## src/hw/rtl/aasc_pkg.sv

```systemverilog
// Package for the ADC averaging to servo compare block: payload types,
// field widths and the fixed scaling constants. Depends on nothing.
`default_nettype none

package aasc_pkg;

    // Field widths of the input and result transactions.
    localparam int unsigned SAMPLE_W   = 10;
    localparam int unsigned CHAN_W     = 2;
    localparam int unsigned FILTERED_W = 10;
    localparam int unsigned WIDE_W     = 13;
    localparam int unsigned NARROW_W   = 6;

    localparam int unsigned NUM_CHAN = 4;

    // Channels that feed each compare value.
    localparam int unsigned WIDE_A_CHAN   = 3;
    localparam int unsigned WIDE_B_CHAN   = 2;
    localparam int unsigned NARROW_A_CHAN = 1;
    localparam int unsigned NARROW_B_CHAN = 0;

    // Compare value scaling: base + avg * gain / SCALE_DIV.
    localparam int unsigned WIDE_BASE   = 2000;
    localparam int unsigned WIDE_GAIN   = 3250;
    localparam int unsigned NARROW_BASE = 20;
    localparam int unsigned NARROW_GAIN = 35;
    localparam int unsigned NARROW_MAX  = 55;
    localparam int unsigned SCALE_DIV   = 1023;

    typedef struct packed {
        logic [SAMPLE_W-1:0] sample;
    } sample_t;

    typedef struct packed {
        logic [CHAN_W-1:0]     channel;
        logic [FILTERED_W-1:0] filtered;
        logic [WIDE_W-1:0]     wide_a;
        logic [WIDE_W-1:0]     wide_b;
        logic [NARROW_W-1:0]   narrow_a;
        logic [NARROW_W-1:0]   narrow_b;
    } result_t;

    // Load strobes for the two register stages of the scaling datapath.
    typedef struct packed {
        logic load_prod;
        logic load_out;
    } scale_ctrl_t;

endpackage

`default_nettype wire

```

## src/hw/rtl/aasc_stream_if.sv

```systemverilog
// Valid/ready stream interface used for both channels of the block.
// The payload type is a parameter; the block uses types from aasc_pkg.
`default_nettype none

interface aasc_stream_if #(
    parameter type payload_t = logic
) ();

    logic     valid;
    logic     ready;
    payload_t data;

    modport source (
        output valid,
        output data,
        input  ready
    );

    modport sink (
        input  valid,
        input  data,
        output ready
    );

endinterface

`default_nettype wire

```

## src/hw/rtl/aasc_servo_scale.sv

```systemverilog
// Two-stage datapath that turns the four channel averages into servo
// compare values. Depends on aasc_pkg for the scaling constants and widths.
`default_nettype none

module aasc_servo_scale #(
    parameter int SAMPLE_BITS = 10
) (
    input  wire                                                   clk,
    input  aasc_pkg::scale_ctrl_t                                 ctrl,
    input  wire [aasc_pkg::NUM_CHAN-1:0][SAMPLE_BITS-1:0]          averages,
    output logic [aasc_pkg::WIDE_W-1:0]                           wide_a,
    output logic [aasc_pkg::WIDE_W-1:0]                           wide_b,
    output logic [aasc_pkg::NARROW_W-1:0]                         narrow_a,
    output logic [aasc_pkg::NARROW_W-1:0]                         narrow_b
);

    // Product widths follow from the gains.
    localparam int WP_W  = SAMPLE_BITS + $clog2(aasc_pkg::WIDE_GAIN + 1);
    localparam int NP_W  = SAMPLE_BITS + $clog2(aasc_pkg::NARROW_GAIN + 1);
    localparam int DIV_W = $clog2(aasc_pkg::SCALE_DIV + 1);

    // Division by SCALE_DIV is a multiply by a rounded-up reciprocal. With the
    // shift set to the dividend width plus the divisor width it is exact.
    localparam int W_K = WP_W + DIV_W;
    localparam int N_K = NP_W + DIV_W;
    localparam logic [63:0] W_RECIP_L =
        ((64'd1 << W_K) + 64'(aasc_pkg::SCALE_DIV) - 64'd1) / 64'(aasc_pkg::SCALE_DIV);
    localparam logic [63:0] N_RECIP_L =
        ((64'd1 << N_K) + 64'(aasc_pkg::SCALE_DIV) - 64'd1) / 64'(aasc_pkg::SCALE_DIV);
    localparam logic [WP_W:0] W_RECIP = W_RECIP_L[WP_W:0];
    localparam logic [NP_W:0] N_RECIP = N_RECIP_L[NP_W:0];

    localparam logic [SAMPLE_BITS-1:0] NARROW_SPAN =
        SAMPLE_BITS'(aasc_pkg::NARROW_MAX - aasc_pkg::NARROW_BASE);

    logic [WP_W-1:0] wprod_a_reg;
    logic [WP_W-1:0] wprod_b_reg;
    logic [NP_W-1:0] nprod_a_reg;
    logic [NP_W-1:0] nprod_b_reg;

    logic [2*WP_W:0] wq_a_full;
    logic [2*WP_W:0] wq_b_full;
    logic [2*NP_W:0] nq_a_full;
    logic [2*NP_W:0] nq_b_full;

    logic [aasc_pkg::WIDE_W-1:0]   wide_a_next;
    logic [aasc_pkg::WIDE_W-1:0]   wide_b_next;
    logic [SAMPLE_BITS-1:0]        nq_a;
    logic [SAMPLE_BITS-1:0]        nq_b;
    logic [aasc_pkg::NARROW_W-1:0] narrow_a_next;
    logic [aasc_pkg::NARROW_W-1:0] narrow_b_next;

    // Stage one: gain products.
    always_ff @(posedge clk)
    begin
        if (ctrl.load_prod)
        begin
            wprod_a_reg <= WP_W'(averages[aasc_pkg::WIDE_A_CHAN])
                         * WP_W'(aasc_pkg::WIDE_GAIN);
            wprod_b_reg <= WP_W'(averages[aasc_pkg::WIDE_B_CHAN])
                         * WP_W'(aasc_pkg::WIDE_GAIN);
            nprod_a_reg <= NP_W'(averages[aasc_pkg::NARROW_A_CHAN])
                         * NP_W'(aasc_pkg::NARROW_GAIN);
            nprod_b_reg <= NP_W'(averages[aasc_pkg::NARROW_B_CHAN])
                         * NP_W'(aasc_pkg::NARROW_GAIN);
        end
    end

    // Stage two: reciprocal multiply, offset and clamp.
    assign wq_a_full = (2*WP_W+1)'(wprod_a_reg) * (2*WP_W+1)'(W_RECIP);
    assign wq_b_full = (2*WP_W+1)'(wprod_b_reg) * (2*WP_W+1)'(W_RECIP);
    assign nq_a_full = (2*NP_W+1)'(nprod_a_reg) * (2*NP_W+1)'(N_RECIP);
    assign nq_b_full = (2*NP_W+1)'(nprod_b_reg) * (2*NP_W+1)'(N_RECIP);

    // The wide value wraps to its field width when the quotient is too large.
    assign wide_a_next = aasc_pkg::WIDE_W'(wq_a_full >> W_K)
                       + aasc_pkg::WIDE_W'(aasc_pkg::WIDE_BASE);
    assign wide_b_next = aasc_pkg::WIDE_W'(wq_b_full >> W_K)
                       + aasc_pkg::WIDE_W'(aasc_pkg::WIDE_BASE);

    // The narrow quotient does not exceed the average itself, so it fits its width.
    assign nq_a = SAMPLE_BITS'(nq_a_full >> N_K);
    assign nq_b = SAMPLE_BITS'(nq_b_full >> N_K);

    function automatic logic [aasc_pkg::NARROW_W-1:0] narrow_clamp(
        input logic [SAMPLE_BITS-1:0] q
    );
        if (q > NARROW_SPAN)
        begin
            narrow_clamp = aasc_pkg::NARROW_W'(aasc_pkg::NARROW_MAX);
        end
        else
        begin
            narrow_clamp = aasc_pkg::NARROW_W'(aasc_pkg::NARROW_BASE)
                         + aasc_pkg::NARROW_W'(q);
        end
    endfunction

    assign narrow_a_next = narrow_clamp(nq_a);
    assign narrow_b_next = narrow_clamp(nq_b);

    always_ff @(posedge clk)
    begin
        if (ctrl.load_out)
        begin
            wide_a   <= wide_a_next;
            wide_b   <= wide_b_next;
            narrow_a <= narrow_a_next;
            narrow_b <= narrow_b_next;
        end
    end

endmodule

`default_nettype wire

```

## src/hw/rtl/adc_average_to_servo_compare.sv

```systemverilog
// Top level of the four-channel ADC moving average with servo compare outputs.
// Depends on aasc_pkg, aasc_stream_if and aasc_servo_scale.
//
// Each sample transaction on adc is filed under the next channel of a
// rotating 0..3 counter and written into that channel's TAPS-entry history
// at the slot named by one slot counter shared by all channels. The history
// row is averaged (sum divided by TAPS, truncating) and becomes the channel's
// stored average. Every sample then yields exactly one result transaction on
// servo carrying the channel, its new average and four compare values built
// from the stored averages of all channels: wide values 2000 + avg*3250/1023
// from channels 3 and 2, and narrow values 20 + avg*35/1023 clamped to 20..55
// from channels 1 and 0. The block is a five-stage pipeline (input register,
// history sum, average, gain products, compare values) and takes one sample
// transaction per clock; each sample passes through the stages in that order
// before its result is presented on servo. The whole pipeline holds while a
// result waits on servo.ready, so throughput is one per clock whenever the
// sink takes results every cycle.
// History and averages are cleared to zero by reset, so unused channels give
// compare values of 2000 and 20.
`default_nettype none

module adc_average_to_servo_compare #(
    parameter int TAPS        = 3,
    parameter int SAMPLE_BITS = 10
) (
    input  wire          clk,
    input  wire          rst_n,
    aasc_stream_if.sink   adc,
    aasc_stream_if.source servo
);

    localparam int SLOT_W = (TAPS > 1) ? $clog2(TAPS) : 1;
    localparam int SUM_W  = SAMPLE_BITS + $clog2(TAPS);

    // Sum divided by TAPS as a multiply by a rounded-up reciprocal. Three extra
    // shift bits cover any TAPS up to eight exactly.
    localparam int AVG_K = SUM_W + 3;
    localparam logic [63:0] AVG_RECIP_L = ((64'd1 << AVG_K) + 64'(TAPS) - 64'd1) / 64'(TAPS);
    localparam logic [AVG_K:0] AVG_RECIP = AVG_RECIP_L[AVG_K:0];

    localparam logic [SLOT_W-1:0] SLOT_LAST = SLOT_W'(TAPS - 1);

    // Pipeline advance: every stage moves when the result register is free
    // or its result is being taken this cycle.
    logic advance;

    // Channel and slot counters.
    logic [aasc_pkg::CHAN_W-1:0] chan_reg;
    logic [SLOT_W-1:0]           slot_reg;

    // Stage 1: input register.
    logic                        in_valid_reg;
    logic [SAMPLE_BITS-1:0]      in_sample_reg;
    logic [aasc_pkg::CHAN_W-1:0] in_chan_reg;
    logic [SLOT_W-1:0]           in_slot_reg;

    // Stage 2: history write and row sum.
    logic [aasc_pkg::NUM_CHAN-1:0][TAPS-1:0][SAMPLE_BITS-1:0] history_reg;
    logic [TAPS-1:0][SAMPLE_BITS-1:0] row_next;
    logic [SUM_W-1:0]                 sum_next;
    logic                             sum_valid_reg;
    logic [SUM_W-1:0]                 sum_reg;
    logic [aasc_pkg::CHAN_W-1:0]      sum_chan_reg;

    // Stage 3: average.
    logic [SUM_W+AVG_K:0]                              avg_prod;
    logic [SAMPLE_BITS-1:0]                            avg_q;
    logic [aasc_pkg::NUM_CHAN-1:0][SAMPLE_BITS-1:0]    averages_reg;
    logic                                              avg_valid_reg;
    logic [aasc_pkg::CHAN_W-1:0]                       avg_chan_reg;
    logic [aasc_pkg::FILTERED_W-1:0]                   avg_filt_reg;

    // Stage 4: gain products (inside the scaler).
    logic                            prod_valid_reg;
    logic [aasc_pkg::CHAN_W-1:0]     prod_chan_reg;
    logic [aasc_pkg::FILTERED_W-1:0] prod_filt_reg;

    // Stage 5: result register.
    logic                            out_valid_reg;
    logic [aasc_pkg::CHAN_W-1:0]     out_chan_reg;
    logic [aasc_pkg::FILTERED_W-1:0] out_filt_reg;

    aasc_pkg::scale_ctrl_t scale_ctrl;

    assign advance   = !out_valid_reg || servo.ready;
    assign adc.ready = advance;

    // New history row with this sample in its slot, and the row sum.
    always_comb
    begin
        row_next = history_reg[in_chan_reg];
        row_next[in_slot_reg] = in_sample_reg;
        sum_next = '0;
        for (int i = 0; i < TAPS; i++)
        begin
            sum_next = sum_next + SUM_W'(row_next[i]);
        end
    end

    assign avg_prod = (SUM_W+AVG_K+1)'(sum_reg) * (SUM_W+AVG_K+1)'(AVG_RECIP);
    assign avg_q    = avg_prod[AVG_K +: SAMPLE_BITS];

    // Control state and filter state.
    always_ff @(posedge clk or negedge rst_n)
    begin
        if (!rst_n)
        begin
            chan_reg       <= '0;
            slot_reg       <= '0;
            in_valid_reg   <= 1'b0;
            sum_valid_reg  <= 1'b0;
            avg_valid_reg  <= 1'b0;
            prod_valid_reg <= 1'b0;
            out_valid_reg  <= 1'b0;
            history_reg    <= '0;
            averages_reg   <= '0;
        end
        else if (advance)
        begin
            in_valid_reg   <= adc.valid;
            sum_valid_reg  <= in_valid_reg;
            avg_valid_reg  <= sum_valid_reg;
            prod_valid_reg <= avg_valid_reg;
            out_valid_reg  <= prod_valid_reg;
            if (adc.valid)
            begin
                chan_reg <= chan_reg + 1'b1;
                slot_reg <= (slot_reg == SLOT_LAST) ? '0 : slot_reg + 1'b1;
            end
            if (in_valid_reg)
            begin
                history_reg[in_chan_reg] <= row_next;
            end
            if (sum_valid_reg)
            begin
                averages_reg[sum_chan_reg] <= avg_q;
            end
        end
    end

    // Payload registers along the pipeline.
    always_ff @(posedge clk)
    begin
        if (advance)
        begin
            if (adc.valid)
            begin
                in_sample_reg <= SAMPLE_BITS'(adc.data.sample);
                in_chan_reg   <= chan_reg;
                in_slot_reg   <= slot_reg;
            end
            if (in_valid_reg)
            begin
                sum_reg      <= sum_next;
                sum_chan_reg <= in_chan_reg;
            end
            if (sum_valid_reg)
            begin
                avg_chan_reg <= sum_chan_reg;
                avg_filt_reg <= aasc_pkg::FILTERED_W'(avg_q);
            end
            if (avg_valid_reg)
            begin
                prod_chan_reg <= avg_chan_reg;
                prod_filt_reg <= avg_filt_reg;
            end
            if (prod_valid_reg)
            begin
                out_chan_reg <= prod_chan_reg;
                out_filt_reg <= prod_filt_reg;
            end
        end
    end

    // The averages register holds the state after the item in the average
    // stage, and it changes only when that item moves on, so the scaler reads
    // it directly.
    assign scale_ctrl.load_prod = advance && avg_valid_reg;
    assign scale_ctrl.load_out  = advance && prod_valid_reg;

    aasc_servo_scale #(
        .SAMPLE_BITS (SAMPLE_BITS)
    ) u_scale (
        .clk      (clk),
        .ctrl     (scale_ctrl),
        .averages (averages_reg),
        .wide_a   (servo.data.wide_a),
        .wide_b   (servo.data.wide_b),
        .narrow_a (servo.data.narrow_a),
        .narrow_b (servo.data.narrow_b)
    );

    assign servo.valid         = out_valid_reg;
    assign servo.data.channel  = out_chan_reg;
    assign servo.data.filtered = out_filt_reg;

endmodule

`default_nettype wire

```

## src/flat_wrapper.sv

```systemverilog
// flat-port wrapper written by rule: the top's interface ports become plain ports
module adc_average_to_servo_compare_flat 
#(
    parameter int TAPS        = 3,
    parameter int SAMPLE_BITS = 10
)
  (clk, rst_n, adc_valid, adc_data, adc_ready, servo_valid, servo_data, servo_ready);
  aasc_stream_if #(.payload_t(aasc_pkg::sample_t)) adc_i ();
  aasc_stream_if #(.payload_t(aasc_pkg::result_t)) servo_i ();
  input  wire clk;
  input  wire rst_n;
  input wire logic [$bits(adc_i.valid)-1:0] adc_valid;
  input wire logic [$bits(adc_i.data)-1:0] adc_data;
  output wire logic [$bits(adc_i.ready)-1:0] adc_ready;
  output wire logic [$bits(servo_i.valid)-1:0] servo_valid;
  output wire logic [$bits(servo_i.data)-1:0] servo_data;
  input wire logic [$bits(servo_i.ready)-1:0] servo_ready;
  assign adc_i.valid = adc_valid;
  assign adc_i.data = adc_data;
  assign adc_ready = adc_i.ready;
  assign servo_valid = servo_i.valid;
  assign servo_data = servo_i.data;
  assign servo_i.ready = servo_ready;
  adc_average_to_servo_compare #(.TAPS(TAPS), .SAMPLE_BITS(SAMPLE_BITS)) u_core (.clk(clk), .rst_n(rst_n), .adc(adc_i), .servo(servo_i));
endmodule
```

## config.mk

```make
export PLATFORM = sky130hd
export DESIGN_NAME = adc_average_to_servo_compare_flat
export DESIGN_NICKNAME = d
export VERILOG_FILES = /design/src/hw/rtl/aasc_pkg.sv /design/src/hw/rtl/aasc_stream_if.sv /design/src/hw/rtl/aasc_servo_scale.sv /design/src/hw/rtl/adc_average_to_servo_compare.sv /design/src/flat_wrapper.sv
export SDC_FILE = /design/constraint.sdc
export NUM_CORES = 1
export LEC_CHECK = 0
export BUFFER_PORTS_ARGS = -buffer_cell sky130_fd_sc_hd__buf_2
export CAP_MARGIN = 20
export CORE_UTILIZATION = 32
export DETAILED_ROUTE_END_ITERATION = 8
export PLACE_DENSITY_LB_ADDON = 0.2
export REMOVE_ABC_BUFFERS = 1
export SETUP_SLACK_MARGIN = 0.3
export SKIP_CTS_REPAIR_TIMING = 1
export SYNTH_ARGS = -nofsm -noshare
export SYNTH_HDL_FRONTEND = slang
export SYNTH_HIERARCHICAL = 1
export SYNTH_SLANG_ARGS = --single-unit
```

## constraint.sdc

```tcl
create_clock -name clk -period 6.6 [get_ports clk]
set_clock_uncertainty 0.15 [all_clocks]
set_input_delay 0.66 -clock clk [delete_from_list [all_inputs] [get_ports clk]]
set_output_delay 0.66 -clock clk [all_outputs]
set_load 0.02 [all_outputs]
```

# Word-level counts from Yosys, hierarchy flattened
# Index checks and enable logic that the tools add are counted.
[totals]
ff_bits = 345
in_bits = 14
output_inout_bits = 52
word_cells = 92
[op_classes]
n_addsub = 8
mul = 9
order_cmp = 8
n_eq_ne = 1
mux = 12
n_reduce_logical = 12
[ops]
columns = ["operator", "n"]
rows = [
  ["$bwmux W120", 1],
  ["$mul A21 B23 Y44 const B", 2],
  ["$mul A16 B17 Y33 const B", 2],
  ["$bmux W30 S2", 1],
  ["$demux W30 S2", 1],
  ["$mux W30", 2],
  ["$mul A10 B11 Y21 const B", 2],
  ["$bwmux W40", 1],
  ["$demux W10 S2", 2],
  ["$mul A10 B6 Y16 const B", 2],
  ["$bwmux W30", 1],
  ["$add A13 B11 Y13 const B", 2],
  ["$mul A12 B14 Y25 const B", 1],
  ["$mux W10", 2],
  ["$gt A7 B6 Y1 const B", 2],
  ["$add A12 B10 Y12", 1],
  ["$add A5 B6 Y6 const A", 2],
  ["$add A10 B10 Y11", 1],
  ["$reduce_and A2 Y1", 5],
  ["$lt A2 B3 Y1 const B", 3],
  ["$ge A2 B1 Y1 const B", 3],
  ["$logic_and A1 B1 Y1", 5],
  ["$add A2 B1 Y2 const B", 2],
  ["$eq A2 B2 Y1 const B", 1],
  ["3 further kinds", 3],
]

# Longest topological paths before layout
[logic_depth]
ltp_word = 7
depth_mapped = 23
ltp_nobuf = 22

# Modules after synthesis
# Netlist, hierarchy kept.
[modules_own_cells]
columns = ["module", "n_inst", "cells_per_inst", "area_each_um2", "seq_area_each_um2"]
rows = [
  ["aasc_servo_scale", 1, 1624, 17185.2, 3363.2],
  ["adc_average_to_servo_compare", 1, 1113, 12678.4, 6150.9],
]

# Worst setup path after synthesis
# No wires, ideal clock.
[synth_timing]
path_type = "register to register"
from = "register u_core.u_scale.wprod_b_reg[19]"
to = "register u_core/u_scale/wide_b[10] (netlist name) (data pin)"
setup_time_ns = 0.263
arrival_ns = 4.918
t_required_ns = 6.187
setup_slack_ns = 1.269
path_stages_with_launch = 22
path_buffers = 1
cell_sequence = "edfxtp_1 -> ha_1 -> ha_1 -> inv_1 -> fa_1 -> inv_1 -> ha_1 -> ha_1 -> ha_1 -> ha_1 -> o21a_1 -> o21a_1 -> o21ai_0 -> a2111oi_2 -> o311ai_0 -> a211o_1 -> and3_1 -> inv_1 -> ha_1 -> clkbuf_1 -> mux2i_1 -> xor2_1"
[synth_via]
elab_chain_cells = 2
[synth_lines]
columns = ["element", "line", "text"]
rows = [
  ["start: declaration", "aasc_servo_scale.sv:37", "logic [WP_W-1:0] wprod_b_reg;"],
  ["start signal: assignment", "aasc_servo_scale.sv:60", "wprod_b_reg <= WP_W'(averages[aasc_pkg::WIDE_B_CHAN])"],
  ["$mul A21 B23 Y44", "aasc_servo_scale.sv:71", "assign wq_b_full = (2*WP_W+1)'(wprod_b_reg) * (2*WP_W+1)'(W_RECIP);"],
  ["$add A13 B11 Y13", "aasc_servo_scale.sv:79", "+ aasc_pkg::WIDE_W'(aasc_pkg::WIDE_BASE);"],
  ["named net u_core.u_scale.wide_b_next, one bit", "aasc_servo_scale.sv:47", "logic [aasc_pkg::WIDE_W-1:0] wide_b_next;"],
  ["end signal: assignment", "aasc_servo_scale.sv:107", "wide_b <= wide_b_next;"],
  ["end: declaration", "aasc_servo_scale.sv:12", "output logic [aasc_pkg::WIDE_W-1:0] wide_b,"],
]
# The timed path passes the listed nets, and every way through them passes these cells.
# A chain may end at the register's enable or synchronous reset.

# Worst setup path in the final report
[layout_timing]
from = "register u_core.u_scale.wprod_a_reg[19]"
to = "register u_core/u_scale/wide_a[8] (netlist name) (data pin)"
[layout_via]
elab_chain_cells = 2
[layout_lines]
columns = ["element", "line", "text"]
rows = [
  ["start: declaration", "aasc_servo_scale.sv:36", "logic [WP_W-1:0] wprod_a_reg;"],
  ["start signal: assignment", "aasc_servo_scale.sv:58", "wprod_a_reg <= WP_W'(averages[aasc_pkg::WIDE_A_CHAN])"],
  ["$mul A21 B23 Y44", "aasc_servo_scale.sv:70", "assign wq_a_full = (2*WP_W+1)'(wprod_a_reg) * (2*WP_W+1)'(W_RECIP);"],
  ["$add A13 B11 Y13", "aasc_servo_scale.sv:77", "+ aasc_pkg::WIDE_W'(aasc_pkg::WIDE_BASE);"],
  ["named net u_core.u_scale.wide_a_next, one bit", "aasc_servo_scale.sv:46", "logic [aasc_pkg::WIDE_W-1:0] wide_a_next;"],
  ["end signal: assignment", "aasc_servo_scale.sv:106", "wide_a <= wide_a_next;"],
  ["end: declaration", "aasc_servo_scale.sv:11", "output logic [aasc_pkg::WIDE_W-1:0] wide_a,"],
]
# The timed path passes the listed nets, and every way through them passes these cells.

==> impl_metrics.xml <==
<?xml version="1.0" encoding="UTF-8"?>
<metrics>
  <group name="critical_path">
    <metric name="path_cells" unit="">ha_1 -&gt; ha_1 -&gt; ha_1 -&gt; ha_1 -&gt; inv_1 -&gt; fa_1 -&gt; inv_1 -&gt; ha_1 -&gt; ha_1 -&gt; ha_1 -&gt; and3_1 -&gt; nand3_1 -&gt; or3_4 -&gt; a311oi_2 -&gt; o2111ai_1 -&gt; and2b_2 -&gt; and2_1 -&gt; ha_1 -&gt; nor4_1 -&gt; a31oi_1 -&gt; xnor2_1</metric>
    <metric name="worstRegToRegCells" unit="">21</metric>
    <metric name="setup.worst_path.start_class" unit="">register</metric>
    <metric name="timing.critical_path.max_delay_family" unit="">adder cells</metric>
    <metric name="worst_setup_path_class" unit="">reg -&gt; reg</metric>
    <metric name="rrSetupSlack" unit="ns">0.82</metric>
    <metric name="worstReg2RegEnd" unit="">u_core/u_scale/wide_a[8]</metric>
    <metric name="startpoint" unit="">u_core/u_scale/wprod_a_reg[19]</metric>
    <metric name="critical_path.most_common_cell" unit="">ha_1</metric>
    <metric name="cp.arrival" unit="ns">5.97</metric>
    <metric name="worst_path_largest_cell_delay" unit="ns">0.52</metric>
    <metric name="worst_ep_required_time" unit="ns">6.79</metric>
    <metric name="r2r_start" unit="">u_core/u_scale/wprod_a_reg[19]</metric>
    <metric name="cell_with_the_largest_stage_delay_on_the_worst_path" unit="">edfxtp_1</metric>
    <metric name="timing.critical_path.fanout_max" unit="">7</metric>
    <metric name="cp.buffers_inverters" unit="">2</metric>
    <metric name="logic_depth_of_the_worst_path_buffers_included" unit="">21</metric>
    <metric name="setup.worst_path.end_class" unit="">register</metric>
  </group>
  <group name="status">
    <metric name="failed_checks" unit="">hold timing</metric>
    <metric name="result_of_the_run" unit="">finished, violations left</metric>
  </group>
  <group name="floorplanning">
    <metric name="top_level_ports" unit="">66</metric>
    <metric name="die_height" unit="um">307</metric>
    <metric name="chipWidth" unit="um">307</metric>
    <metric name="fp-row-count" unit="">111</metric>
    <metric name="core" unit="mm2">0.0921</metric>
    <metric name="initial_core_util" unit="">0.324</metric>
    <metric name="area_of_the_die" unit="mm2">0.0946</metric>
  </group>
  <group name="place">
    <metric name="detailed_place_hpwl" unit="mm">49.6</metric>
    <metric name="inst_count_dp" unit="">4007</metric>
    <metric name="placement.io_buffers" unit="">65</metric>
    <metric name="gpl.final_weighted_congestion" unit="">0.843</metric>
    <metric name="placement.setup.worst_slack" unit="ns">0.777</metric>
  </group>
  <group name="timing">
    <metric name="layout_worst_path_cycle_share" unit="">0.876</metric>
    <metric name="timing.slew.headroom" unit="">0.358</metric>
    <metric name="clock.fmax" unit="MHz">173</metric>
    <metric name="hold_violations" unit="">31</metric>
    <metric name="worst_pin_slew" unit="ns">0.960</metric>
    <metric name="final.setup.tns" unit="ns">0</metric>
    <metric name="final-max-slew-violation-count" unit="">0</metric>
    <metric name="worst_hold_slack" unit="ns">-0.0299</metric>
    <metric name="setup_viol" unit="">0</metric>
    <metric name="grt_setup_unrepaired" unit="">false</metric>
    <metric name="finalCriticalPeriod" unit="ns">5.78</metric>
    <metric name="post-route-worst-setup-slack" unit="ns">0.817</metric>
  </group>
  <group name="logic_synthesis">
    <metric name="synth_most_common_cell" unit="">ha_1</metric>
    <metric name="synth.ff_latch_count" unit="">345</metric>
    <metric name="synthesized_cell_area" unit="mm2">0.0299</metric>
    <metric name="synth-main-ff-cell" unit="">edfxtp_1</metric>
    <metric name="synth-async-reset-ratio" unit="">0.490</metric>
    <metric name="synthTopCellsByCount" unit="">ha_1 (678), inv_1 (404), nand2_1 (186), edfxtp_1 (176), dfrtp_1 (169)</metric>
    <metric name="synth_cell_types" unit="">93</metric>
    <metric name="synth.top_cells.by_area" unit="">ha_1 (28%), edfxtp_1 (18%), dfrtp_1 (14%)</metric>
    <metric name="synth_edf_count" unit="">176</metric>
    <metric name="synth_largest_area_cell" unit="">ha_1</metric>
    <metric name="yosysSeqAreaShare" unit="">0.319</metric>
    <metric name="syn_area_per_cell" unit="um2">10.9</metric>
    <metric name="post-synth-top-area-fraction" unit="">0.284</metric>
    <metric name="synth_warnings" unit="">6</metric>
    <metric name="syn_inst" unit="">2737</metric>
  </group>
  <group name="route">
    <metric name="routed_len_inst" unit="um">15.6</metric>
    <metric name="routed_metal_1_wirelength" unit="mm">30.2</metric>
    <metric name="dr_wl_met3" unit="mm">1.97</metric>
    <metric name="wirelength" unit="mm">64.0</metric>
    <metric name="drcViolationCount" unit="">0</metric>
    <metric name="ant_nets" unit="">0</metric>
    <metric name="post_drt_via_cell_ratio" unit="">4.82</metric>
    <metric name="routed-wl-met2" unit="mm">30.4</metric>
    <metric name="top_layer_used" unit="">met4</metric>
    <metric name="number_of_violations_reported_at_the_end_of_detailed_routing_iteration_0" unit="">758</metric>
    <metric name="vias" unit="">19700</metric>
    <metric name="drt-pass1-iter-count" unit="">5</metric>
  </group>
  <group name="cts">
    <metric name="numCtsBuffers" unit="">45</metric>
    <metric name="cts.sink_count" unit="">345</metric>
    <metric name="buffers_from_clock_root_to_sink_at_most" unit="">3</metric>
    <metric name="clock_latency_reported_for_the_late_side_of_the_worst_skew_pair" unit="ns">0.60</metric>
    <metric name="cts.htree.levels" unit="">2</metric>
    <metric name="clkSlewWorstSetupHoldPaths" unit="ns">0.06</metric>
    <metric name="tritoncts" unit="">done</metric>
    <metric name="cts-root-buf" unit="">clkbuf_16</metric>
  </group>
  <group name="cells_and_area">
    <metric name="largest_register_ffs" unit="">120</metric>
    <metric name="antenna_cells_inserted" unit="">0</metric>
    <metric name="synthToLayoutAreaGrowth" unit="%">11.4</metric>
    <metric name="layout-drive-gt1-share" unit="">0.0885</metric>
    <metric name="fin_nets" unit="">3641</metric>
    <metric name="layout.cells.non_filler" unit="">4092</metric>
  </group>
  <group name="global_route">
    <metric name="grt_remaining_overflow" unit="">0</metric>
    <metric name="antenna_found_initial" unit="">1</metric>
    <metric name="grt_max_degree" unit="">86</metric>
    <metric name="grt.total_usage" unit="">0.140</metric>
    <metric name="grt_pass1_wl" unit="mm">107</metric>
    <metric name="via_count_of_the_first_global_routing_pass" unit="">20900</metric>
  </group>
  <group name="worst_hold_path">
    <metric name="hold_path.class" unit="">in -&gt; async</metric>
  </group>
  <group name="job">
    <metric name="cap_viol_max_count" unit="">0</metric>
  </group>
</metrics>
-- logic make-up after synthesis --
logic type,synth area share
AND/OR/NAND/NOR,0.0758
adder cells (fa/ha/maj),0.375
flip-flops,0.319
AO/OA/AOI/OAI,0.103
buffers and inverters,0.0582
XOR/XNOR,0.0272
multiplexers,0.0423
-- final cells by class --
cell class / count / area (um2)
repair buffers: 85 / 502
well taps: 1243 / 1560
multi-input cells: 1932 / 18600
clock inverters: 22 / 270
inverters: 404 / 1520
fillers: 9109 / 58800
flip-flops and latches: 345 / 9510
clock buffers: 61 / 1280
-- through the flow --
step | cell area (um2) | util
final | 33300 | 0.361
after global placement | 31700 | 0.344
after detailed placement | 31700 | 0.344
after CTS | 33200 | 0.361
after floorplan | 29600 | -
after global routing | 33300 | 0.361
-- worst max path at each step --
stage / to / slack, ns
finish: u_core/u_scale/wide_a[8] / 0.82
global placement: u_core/u_scale/wide_b[8] / 0.86
detailed placement: u_core/u_scale/wide_b[8] / 0.78
floorplan: u_core/u_scale/wide_b[8] / 1.36
CTS: u_core/u_scale/wide_b[8] / 0.73
global route: u_core/u_scale/wide_a[8] / 0.48
-- routing by layer --
layer / vias up / GRT usage
met4: 0 / 0.0370
met1: 9534 / 0.184
li1: 9857 / -
met3: 90 / 0.0185
met2: 257 / 0.239
met5: - / 0
-- cell usage in the layout (no fill, tap or decap), types with 11 or more instances in the layout --
| cell type | count |
|---|---|
| clkbuf_1 | 11 |
| clkbuf_16 | 49 |
| or4_1 | 11 |
| inv_1 | 404 |
| a211oi_1 | 11 |
| edfxtp_1 | 176 |
| o21a_1 | 19 |
| o31ai_1 | 12 |
| mux2_2 | 21 |
| mux2i_1 | 35 |
| nor2_1 | 92 |
| nand2_1 | 186 |
| o211ai_1 | 14 |
| ha_1 | 678 |
| xnor2_1 | 72 |
| nand3_1 | 32 |
| mux4_2 | 30 |
| nor3_1 | 34 |
| o21ai_0 | 142 |
| xor2_1 | 19 |
| fa_1 | 136 |
| a21oi_1 | 119 |
| and3_1 | 13 |
| dfrtp_1 | 169 |
| buf_4 | 19 |
| buf_2 | 64 |
| nand4_1 | 22 |
| nor2b_1 | 11 |
| o21bai_1 | 16 |
| a21o_1 | 35 |
Power is not shown: default switching activity piles up to over one toggle a cycle in this logic, so the estimate is an artifact.
